==> src/ipv4fhu_pkg.sv <==
package ipv4fhu_pkg;

    localparam int DEF_MAX_HDR_BYTES = 60;
    localparam int CNT_W             = 6;

    localparam logic [3:0]       MIN_IHL    = 4'd5;
    localparam logic [CNT_W-1:0] POS_TTL    = 6'd8;
    localparam logic [CNT_W-1:0] POS_CKS_HI = 6'd10;
    localparam logic [CNT_W-1:0] POS_CKS_LO = 6'd11;

    typedef struct packed {
        logic recv_en;
        logic send_start;
        logic send_en;
        logic load_bad;
    } t_cmd;

    typedef struct packed {
        logic in_final;
        logic match;
        logic send_done;
        logic out_free;
    } t_sts;

    function automatic logic [15:0] fold_add(input logic [15:0] s, input logic [15:0] w);
        logic [16:0] t;
        t = {1'b0, s} + {1'b0, w};
        return t[15:0] + {15'b0, t[16]};
    endfunction

endpackage

==> src/ipv4fhu_ram.sv <==
module ipv4fhu_ram #(
    parameter int WIDTH = 8,
    parameter int DEPTH = 60
) (
    input  logic                     i_clk,
    input  logic                     i_we,
    input  logic [$clog2(DEPTH)-1:0] i_waddr,
    input  logic [WIDTH-1:0]         i_wdata,
    input  logic                     i_re,
    input  logic [$clog2(DEPTH)-1:0] i_raddr,
    output logic [WIDTH-1:0]         o_rdata
);

    logic [WIDTH-1:0] r_mem [DEPTH];
    logic [WIDTH-1:0] r_rdata;

    always_ff @(posedge i_clk) begin
        if (i_we) begin
            r_mem[i_waddr] <= i_wdata;
        end
        if (i_re) begin
            r_rdata <= r_mem[i_raddr];
        end
    end

    assign o_rdata = r_rdata;

endmodule

==> src/ipv4fhu_ctrl.sv <==
module ipv4fhu_ctrl import ipv4fhu_pkg::*; (
    input  logic i_clk,
    input  logic i_rst_n,
    input  t_sts i_sts,
    output t_cmd o_cmd
);

    typedef enum logic [2:0] {
        ST_RECV  = 3'b001,
        ST_CHECK = 3'b010,
        ST_SEND  = 3'b100
    } t_state;

    t_state r_state;
    t_state n_state;

    always_comb begin
        n_state = r_state;
        o_cmd   = '0;
        case (r_state)
            ST_RECV: begin
                o_cmd.recv_en = 1'b1;
                if (i_sts.in_final) begin
                    n_state = ST_CHECK;
                end
            end
            ST_CHECK: begin
                if (i_sts.match) begin
                    o_cmd.send_start = 1'b1;
                    n_state          = ST_SEND;
                end else if (i_sts.out_free) begin
                    o_cmd.load_bad = 1'b1;
                    n_state        = ST_RECV;
                end
            end
            ST_SEND: begin
                o_cmd.send_en = 1'b1;
                if (i_sts.send_done) begin
                    n_state = ST_RECV;
                end
            end
            default: begin
                n_state = ST_RECV;
            end
        endcase
    end

    always_ff @(posedge i_clk) begin
        if (!i_rst_n) begin
            r_state <= ST_RECV;
        end else begin
            r_state <= n_state;
        end
    end

endmodule

==> src/ipv4fhu_dp.sv <==
module ipv4fhu_dp import ipv4fhu_pkg::*; #(
    parameter int MAX_HEADER_BYTES = DEF_MAX_HDR_BYTES
) (
    input  logic       i_clk,
    input  logic       i_rst_n,
    input  t_cmd       i_cmd,
    output t_sts       o_sts,
    input  logic       i_in_valid,
    input  logic [7:0] i_in_byte,
    output logic       o_out_valid,
    input  logic       i_out_ready,
    output logic [7:0] o_out_byte,
    output logic       o_out_ok,
    output logic       o_out_last
);

    localparam int               AW      = $clog2(MAX_HEADER_BYTES);
    localparam logic [CNT_W-1:0] MAX_LEN = CNT_W'(MAX_HEADER_BYTES);

    logic [CNT_W-1:0] r_cnt;
    logic [CNT_W-1:0] r_len;
    logic [15:0]      r_sum;
    logic [15:0]      r_sum2;
    logic [15:0]      r_rcv;
    logic [15:0]      r_new_cks;
    logic [CNT_W-1:0] r_issue_idx;
    logic             r_rd_vld;
    logic [CNT_W-1:0] r_tag_idx;
    logic             r_tag_last;
    logic             r_out_valid;
    logic [7:0]       r_out_byte;
    logic             r_out_ok;
    logic             r_out_last;

    logic             accept;
    logic [3:0]       ihl_fix;
    logic [CNT_W-1:0] len_raw;
    logic [CNT_W-1:0] len_cur;
    logic             is_final;
    logic             is_cks;
    logic [7:0]       byte_adj;
    logic [15:0]      sum_base;
    logic [15:0]      sum2_base;
    logic [15:0]      w1;
    logic [15:0]      w2;
    logic [15:0]      n_sum;
    logic [15:0]      n_sum2;
    logic             slot_free;
    logic             load;
    logic             issue;
    logic             issue_last;
    logic [7:0]       ram_rdata;
    logic [7:0]       sub_byte;

    assign accept   = i_in_valid && i_cmd.recv_en;
    assign ihl_fix  = (i_in_byte[3:0] < MIN_IHL) ? MIN_IHL : i_in_byte[3:0];
    assign len_raw  = {ihl_fix, 2'b00};
    assign len_cur  = (r_cnt != '0) ? r_len : ((len_raw > MAX_LEN) ? MAX_LEN : len_raw);
    assign is_final = ({1'b0, r_cnt} + 1'b1) == {1'b0, len_cur};
    assign is_cks   = (r_cnt == POS_CKS_HI) || (r_cnt == POS_CKS_LO);
    assign byte_adj = (r_cnt == POS_TTL) ? (i_in_byte - 8'd1) : i_in_byte;

    assign sum_base  = (r_cnt == '0) ? 16'h0000 : r_sum;
    assign sum2_base = (r_cnt == '0) ? 16'h0000 : r_sum2;
    assign w1        = r_cnt[0] ? {8'h00, i_in_byte} : {i_in_byte, 8'h00};
    assign w2        = r_cnt[0] ? {8'h00, byte_adj} : {byte_adj, 8'h00};
    assign n_sum     = is_cks ? sum_base : fold_add(sum_base, w1);
    assign n_sum2    = (is_cks || (is_final && !r_cnt[0])) ? sum2_base
                                                            : fold_add(sum2_base, w2);

    always_ff @(posedge i_clk) begin
        if (!i_rst_n) begin
            r_cnt <= '0;
            r_len <= '0;
        end else if (accept) begin
            r_cnt <= is_final ? '0 : (r_cnt + 1'b1);
            r_len <= len_cur;
        end
    end

    always_ff @(posedge i_clk) begin
        if (accept) begin
            r_sum  <= n_sum;
            r_sum2 <= n_sum2;
            if (r_cnt == POS_CKS_HI) begin
                r_rcv[15:8] <= i_in_byte;
            end
            if (r_cnt == POS_CKS_LO) begin
                r_rcv[7:0] <= i_in_byte;
            end
        end
        if (i_cmd.send_start) begin
            r_new_cks <= ~r_sum2;
        end
    end

    assign slot_free  = !r_out_valid || i_out_ready;
    assign load       = r_rd_vld && slot_free;
    assign issue      = i_cmd.send_en && (!r_rd_vld || load);
    assign issue_last = ({1'b0, r_issue_idx} + 1'b1) == {1'b0, r_len};

    ipv4fhu_ram #(
        .WIDTH (8),
        .DEPTH (MAX_HEADER_BYTES)
    ) u_ram (
        .i_clk   (i_clk),
        .i_we    (accept),
        .i_waddr (r_cnt[AW-1:0]),
        .i_wdata (byte_adj),
        .i_re    (issue),
        .i_raddr (r_issue_idx[AW-1:0]),
        .o_rdata (ram_rdata)
    );

    always_comb begin
        sub_byte = ram_rdata;
        if (r_tag_idx == POS_CKS_HI) begin
            sub_byte = r_new_cks[15:8];
        end else if (r_tag_idx == POS_CKS_LO) begin
            sub_byte = r_new_cks[7:0];
        end
    end

    always_ff @(posedge i_clk) begin
        if (!i_rst_n) begin
            r_issue_idx <= '0;
            r_rd_vld    <= 1'b0;
            r_out_valid <= 1'b0;
        end else begin
            if (i_cmd.send_start) begin
                r_issue_idx <= '0;
            end else if (issue) begin
                r_issue_idx <= r_issue_idx + 1'b1;
            end
            if (issue) begin
                r_rd_vld <= 1'b1;
            end else if (load) begin
                r_rd_vld <= 1'b0;
            end
            if (load || i_cmd.load_bad) begin
                r_out_valid <= 1'b1;
            end else if (i_out_ready) begin
                r_out_valid <= 1'b0;
            end
        end
    end

    always_ff @(posedge i_clk) begin
        if (issue) begin
            r_tag_idx  <= r_issue_idx;
            r_tag_last <= issue_last;
        end
        if (load) begin
            r_out_byte <= sub_byte;
            r_out_ok   <= 1'b1;
            r_out_last <= r_tag_last;
        end else if (i_cmd.load_bad) begin
            r_out_byte <= 8'h00;
            r_out_ok   <= 1'b0;
            r_out_last <= 1'b1;
        end
    end

    assign o_sts.in_final  = accept && is_final;
    assign o_sts.match     = (~r_sum) == r_rcv;
    assign o_sts.send_done = issue && issue_last;
    assign o_sts.out_free  = !r_rd_vld && slot_free;

    assign o_out_valid = r_out_valid;
    assign o_out_byte  = r_out_byte;
    assign o_out_ok    = r_out_ok;
    assign o_out_last  = r_out_last;

endmodule

==> src/ipv4_forward_header_update_unit.sv <==
// Timing: each header is followed by the check state. A good header's first item passes
// the header RAM read register, then the output register; a rejection item is loaded
// into the output register once it is free. Output: one byte per cycle from the RAM read
// port while the receiver is ready. Input waits until the last output byte is issued.
// Reset: synchronous, active low; clears the controller, byte counter and output
// valid. Stored header bytes are not cleared.
module ipv4_forward_header_update_unit import ipv4fhu_pkg::*; #(
    parameter int MAX_HEADER_BYTES = DEF_MAX_HDR_BYTES
) (
    input  logic       i_clk,
    input  logic       i_rst_n,
    input  logic       i_s_axis_tvalid,
    output logic       o_s_axis_tready,
    input  logic [7:0] i_s_axis_tdata,   // [7:0] header_byte
    output logic       o_m_axis_tvalid,
    input  logic       i_m_axis_tready,
    output logic [7:0] o_m_axis_tdata,   // [7:0] out_byte
    output logic [0:0] o_m_axis_tuser,   // [0] checksum_ok
    output logic       o_m_axis_tlast
);

    t_cmd cmd;
    t_sts sts;

    ipv4fhu_ctrl u_ctrl (
        .i_clk   (i_clk),
        .i_rst_n (i_rst_n),
        .i_sts   (sts),
        .o_cmd   (cmd)
    );

    ipv4fhu_dp #(
        .MAX_HEADER_BYTES (MAX_HEADER_BYTES)
    ) u_dp (
        .i_clk       (i_clk),
        .i_rst_n     (i_rst_n),
        .i_cmd       (cmd),
        .o_sts       (sts),
        .i_in_valid  (i_s_axis_tvalid),
        .i_in_byte   (i_s_axis_tdata),
        .o_out_valid (o_m_axis_tvalid),
        .i_out_ready (i_m_axis_tready),
        .o_out_byte  (o_m_axis_tdata),
        .o_out_ok    (o_m_axis_tuser[0]),
        .o_out_last  (o_m_axis_tlast)
    );

    assign o_s_axis_tready = cmd.recv_en;

endmodule

==> config.mk <==
export PLATFORM = sky130hd
export DESIGN_NAME = ipv4_forward_header_update_unit
export DESIGN_NICKNAME = d
export VERILOG_FILES = /design/src/ipv4fhu_pkg.sv /design/src/ipv4fhu_ram.sv /design/src/ipv4fhu_ctrl.sv /design/src/ipv4fhu_dp.sv /design/src/ipv4_forward_header_update_unit.sv
export SDC_FILE = /design/constraint.sdc
export NUM_CORES = 1
export LEC_CHECK = 0
export BUFFER_PORTS_ARGS = -buffer_cell sky130_fd_sc_hd__buf_4
export CAP_MARGIN = 10
export CORE_ASPECT_RATIO = 1.1
export CORE_UTILIZATION = 45
export DETAILED_ROUTE_END_ITERATION = 7
export RECOVER_POWER = 50
export SYNTH_ARGS = -nofsm -noshare
export SYNTH_HDL_FRONTEND = slang
export SYNTH_HIERARCHICAL = 1
export SYNTH_SLANG_ARGS = --single-unit
==> constraint.sdc <==
create_clock -name i_clk -period 7 [get_ports i_clk]
set_clock_uncertainty 0.15 [all_clocks]
set_input_delay 0.35 -clock i_clk [delete_from_list [all_inputs] [get_ports i_clk]]
set_output_delay 0.35 -clock i_clk [all_outputs]
set_load 0.005 [all_outputs]
==> metrics.md <==
| Metric | Value |
|---|---|
| Power Dens Cells | `262.3 nW/um^2` |
| Post-synth EDFFs | `568` |
| Storage element area | `17540 sq um` |
| Io pins | `24` |
| Gate power share | `7.8%` |
| Detailed Route Iter0 Violations | `1390` |
| Pre-CTS setup slack | `0.9591 ns` |
| Min Tclk post-route | `6.146 ns` |
| DR pass1 iterations | `7` |
| First-pass GRT wire length | `92.55 mm` |
| Vias per inst | `5.846` |
| Worst setup path category | `flop to flop` |
| Core Util, Final | `50.38%` |
| Antenna violations before repair | `0` |
| Fmax | `0.1627 GHz` |
| Clk pwr share | `41.0%` |
| Data required, critical path | `7.19 ns` |
| Number of cell rows | `93` |
| Final net count | `1819` |
| Final Hold Fails | `0` |
| Cells after Synth | `1732` |
| Total clock buffers created by CTS | `58` |
| Failing checks | `capacitance limit, slew limit` |
| HP Class | `input pin to flop` |
| Post-synth ARST share | `0%` |
| Slew Viols, Final | `549` |
| Post-CTS Setup Bufs | `0` |
| Clk buf depth | `3` |
| CTS clk-pin slew, worst paths | `0.06 ns` |
| Total GRT Usage | `20.25%` |
| Placer Congestion | `0.8616` |
| Max cap viols | `11` |
| TritonCTS clock tree | `built` |
| Synth unique cells | `91` |
| Sequential share of the synthesized area | `65.27%` |
| Number of global-route vias before repair | `14720` |
| Post-DP HPWL | `38.55 mm` |
| # DRC | `0` |
| Top_reg_cell synth | `edfxtp_1` |
| Drt total wl | `61.31 mm` |
| Core Area | `58760 sq um` |
| Sink Count | `592` |
| H-tree depth | `2` |
| Largest cells by area after synthesis | `edfxtp_1 63%, mux4_2 7.1%, ha_1 1.9%` |
| Root buffer cell | `clkbuf_16` |
| CTS resizes | `0` |
| Wire length per cell | `23.86 um` |
| Switch share | `22.37%` |
| Post-Syn Area | `26870 sq um` |
| Antenna Cells | `0` |
| Chip Width | `235.0 um` |
| Commonest non-fill, non-tap cells in the layout | `568 x edfxtp_1, 135 x nor2_1, 92 x nand2_1` |
| DP Area | `27680 sq um` |
| Pint | `6.028 mW` |
| Fill cells | `4897` |
| Largest area contributor in the netlist | `edfxtp_1` |
| Sequential Power Share | `51.2%` |
| Vias | `15030` |
| Syn_area_per_cell | `15.51 sq um` |
| Die area | `60690 sq um` |
| Post-synthesis net count | `1787` |
| GRT overflow | `0` |
| Worst setup margin | `0.8543 ns` |
| Period Utilization, post-route | `87.80%` |
| Port Buffers | `23` |
| Worst-path maximum fanout | `24` |
| Final ANT Viol Nets | `0` |
| Pin count of the biggest net entering global routing | `61` |
| Synth warn | `6` |
| Power Total | `7.765 mW` |
| Worst rel slew slack | `-115.3%` |
| Synth top area share | `63.48%` |
| Switching power | `1.737 mW` |
| Worst vdd ir | `0.1638 mV` |
| Outcome | `finished, violations left` |
| Kind of start point of the critical path | `flop` |
| Critical path capture point type | `flop` |
| Area of the multi-input gates | `8613 sq um` |
| FF+latch count, synth | `592` |
| Worst skew pair latency | `0.62 ns` |
| Most common cell after layout, fill and taps aside | `edfxtp_1` |
| Die height | `258.3 um` |
| Setup TNS | `0 ns` |
| Layout area overhead | `10.19%` |
| Layout cell share with drive strength beyond 1 | `15.41%` |
| CP Data Arrival Time | `6.33 ns` |
| RSZ-0062 raised after global routing | `no` |
| Initial Utilization | `45.73%` |
| P_leak | `9.594 nW` |
| Final setup viols | `0` |
| Worst slew pin tran | `3.229 ns` |
| Post-Layout Inst Area | `29610 sq um` |
[synthesized netlist by cell type, types with 12 or more instances]
cell and instances:
ha_1 41, and2_1 24, nor2b_1 28, buf_2 16, mux4_2 85, and3_1 12, a21oi_1 71, o21ai_0 30
nor3_1 18, a211oi_1 18, xnor2_1 43, dfxtp_1 24, mux4_1 19, nand4_1 14, xor2_1 45, clkbuf_1 43
a31oi_1 16, edfxtp_1 568, mux2_2 33, nand2b_1 26, nor2_1 135, nand3_1 31, nand2_1 91, mux2i_1 33
inv_1 51
[state kept, by name (all words and copies together) (netlist names)]
signal,count
u_dp/u_ram/r_mem,480
u_dp/o_out_last,1
u_dp/r_rcv,16
u_ctrl/r_state,3
u_dp/o_out_ok,1
u_dp/r_sum,16
u_dp/o_out_valid,1
u_dp/r_sum2,16
u_dp/r_rd_vld,1
u_dp/r_tag_idx,6
u_dp/r_tag_last,1
u_dp/o_out_byte,8
u_dp/r_len,6
u_dp/r_new_cks,16
u_dp/u_ram/o_rdata,8
u_dp/r_cnt,6
u_dp/r_issue_idx,6
[cell families (layout without fill, tap and decap cells)]
group,count (synthesis),in the layout,synth area share (%)
flip-flops,592,592,65.27
buffers and inverters,133,211,2.650
multiplexers,172,172,11.71
AO/OA/AOI/OAI,266,266,6.985
XOR/XNOR,88,88,2.868
adder cells (fa/ha/maj),43,43,2.058
AND/OR/NAND/NOR,438,438,8.466
[through the flow]
step / std cells / hold WS [ns]
after global routing: 2570 / 0.3079
after floorplan: 1732 / 0.2734
final: 2570 / 0.2557
after global placement: 2453 / 0.3100
after detailed placement: 2453 / 0.3203
after CTS: 2569 / 0.2234
[worst max-delay path: stages, from the launching register on]
cell      delay, ns
dfxtp_1        0.73
inv_1          0.10
ha_1           0.23
nor2b_1        0.13
buf_4          0.22
nand2_1        0.59
and2_1         0.26
ha_1           0.18
inv_1          0.05
fa_1           0.40
nor2b_1        0.20
o211ai_2       0.17
a211oi_1       0.33
o21a_1         0.24
o21a_1         0.13
o21a_1         0.11
o21ai_0        0.07
nand2b_1       0.14
ha_1           0.19
ha_1           0.20
nand4_1        0.13
nor4_2         0.44
nand3_1        0.15
xnor2_1        0.20
a21oi_1        0.09
[routing by layer]
layer,part of all wire (%),vias to the layer above,global-route usage (%)
met5,0,-,0
met4,2.3,0,5.848
met3,5.3,82,2.855
met2,49,415,33.94
met1,43,7693,27.67
li1,-,6835,-
[power groups by stage]
stage	clock network, mW	logic, mW	registers, mW
6_report	3.18	0.604	3.98
5_1_grt	3.37	0.662	3.98
4_1_cts	3.25	0.608	3.97
3_5_place_dp	0	0.601	4.05
3_3_place_gp	0	0.591	4.05
2_1_floorplan	0	0.432	4.04
[final cells by class]
cell class,count,share of cell area (%)
clock inverters,35,1.492
flip-flops and latches,592,59.25
clock buffers,71,5.067
inverters,51,0.6466
multi-input cells,1007,29.09
well taps,760,3.212
repair buffers,54,1.242
[path summary, 6_finish.rpt]
| check | start | endpoint | slack, ns | depth (start not counted) |
|---|---|---|---|---|
| worst max-delay path | u_dp/r_cnt[1] | u_dp/r_sum[10] | 0.85 | 24 |
| worst min-delay path | i_s_axis_tvalid | u_dp/r_cnt[3] | 0.26 | 4 |
| worst max register to register | u_dp/r_cnt[1] | u_dp/r_sum[10] | 0.85 | 24 |
| worst min register to register | u_dp/o_out_ok | u_dp/o_out_ok | 0.33 | 2 |
[timing repair]
| item | 4_1_cts | 5_1_grt |
|---|---|---|
| endpoints found under the hold margin | 33 | 0 |
| endpoints found under the setup margin | 0 | 0 |
| hold buffers | 10 | 0 |
(Power assumes the default switching activity.)
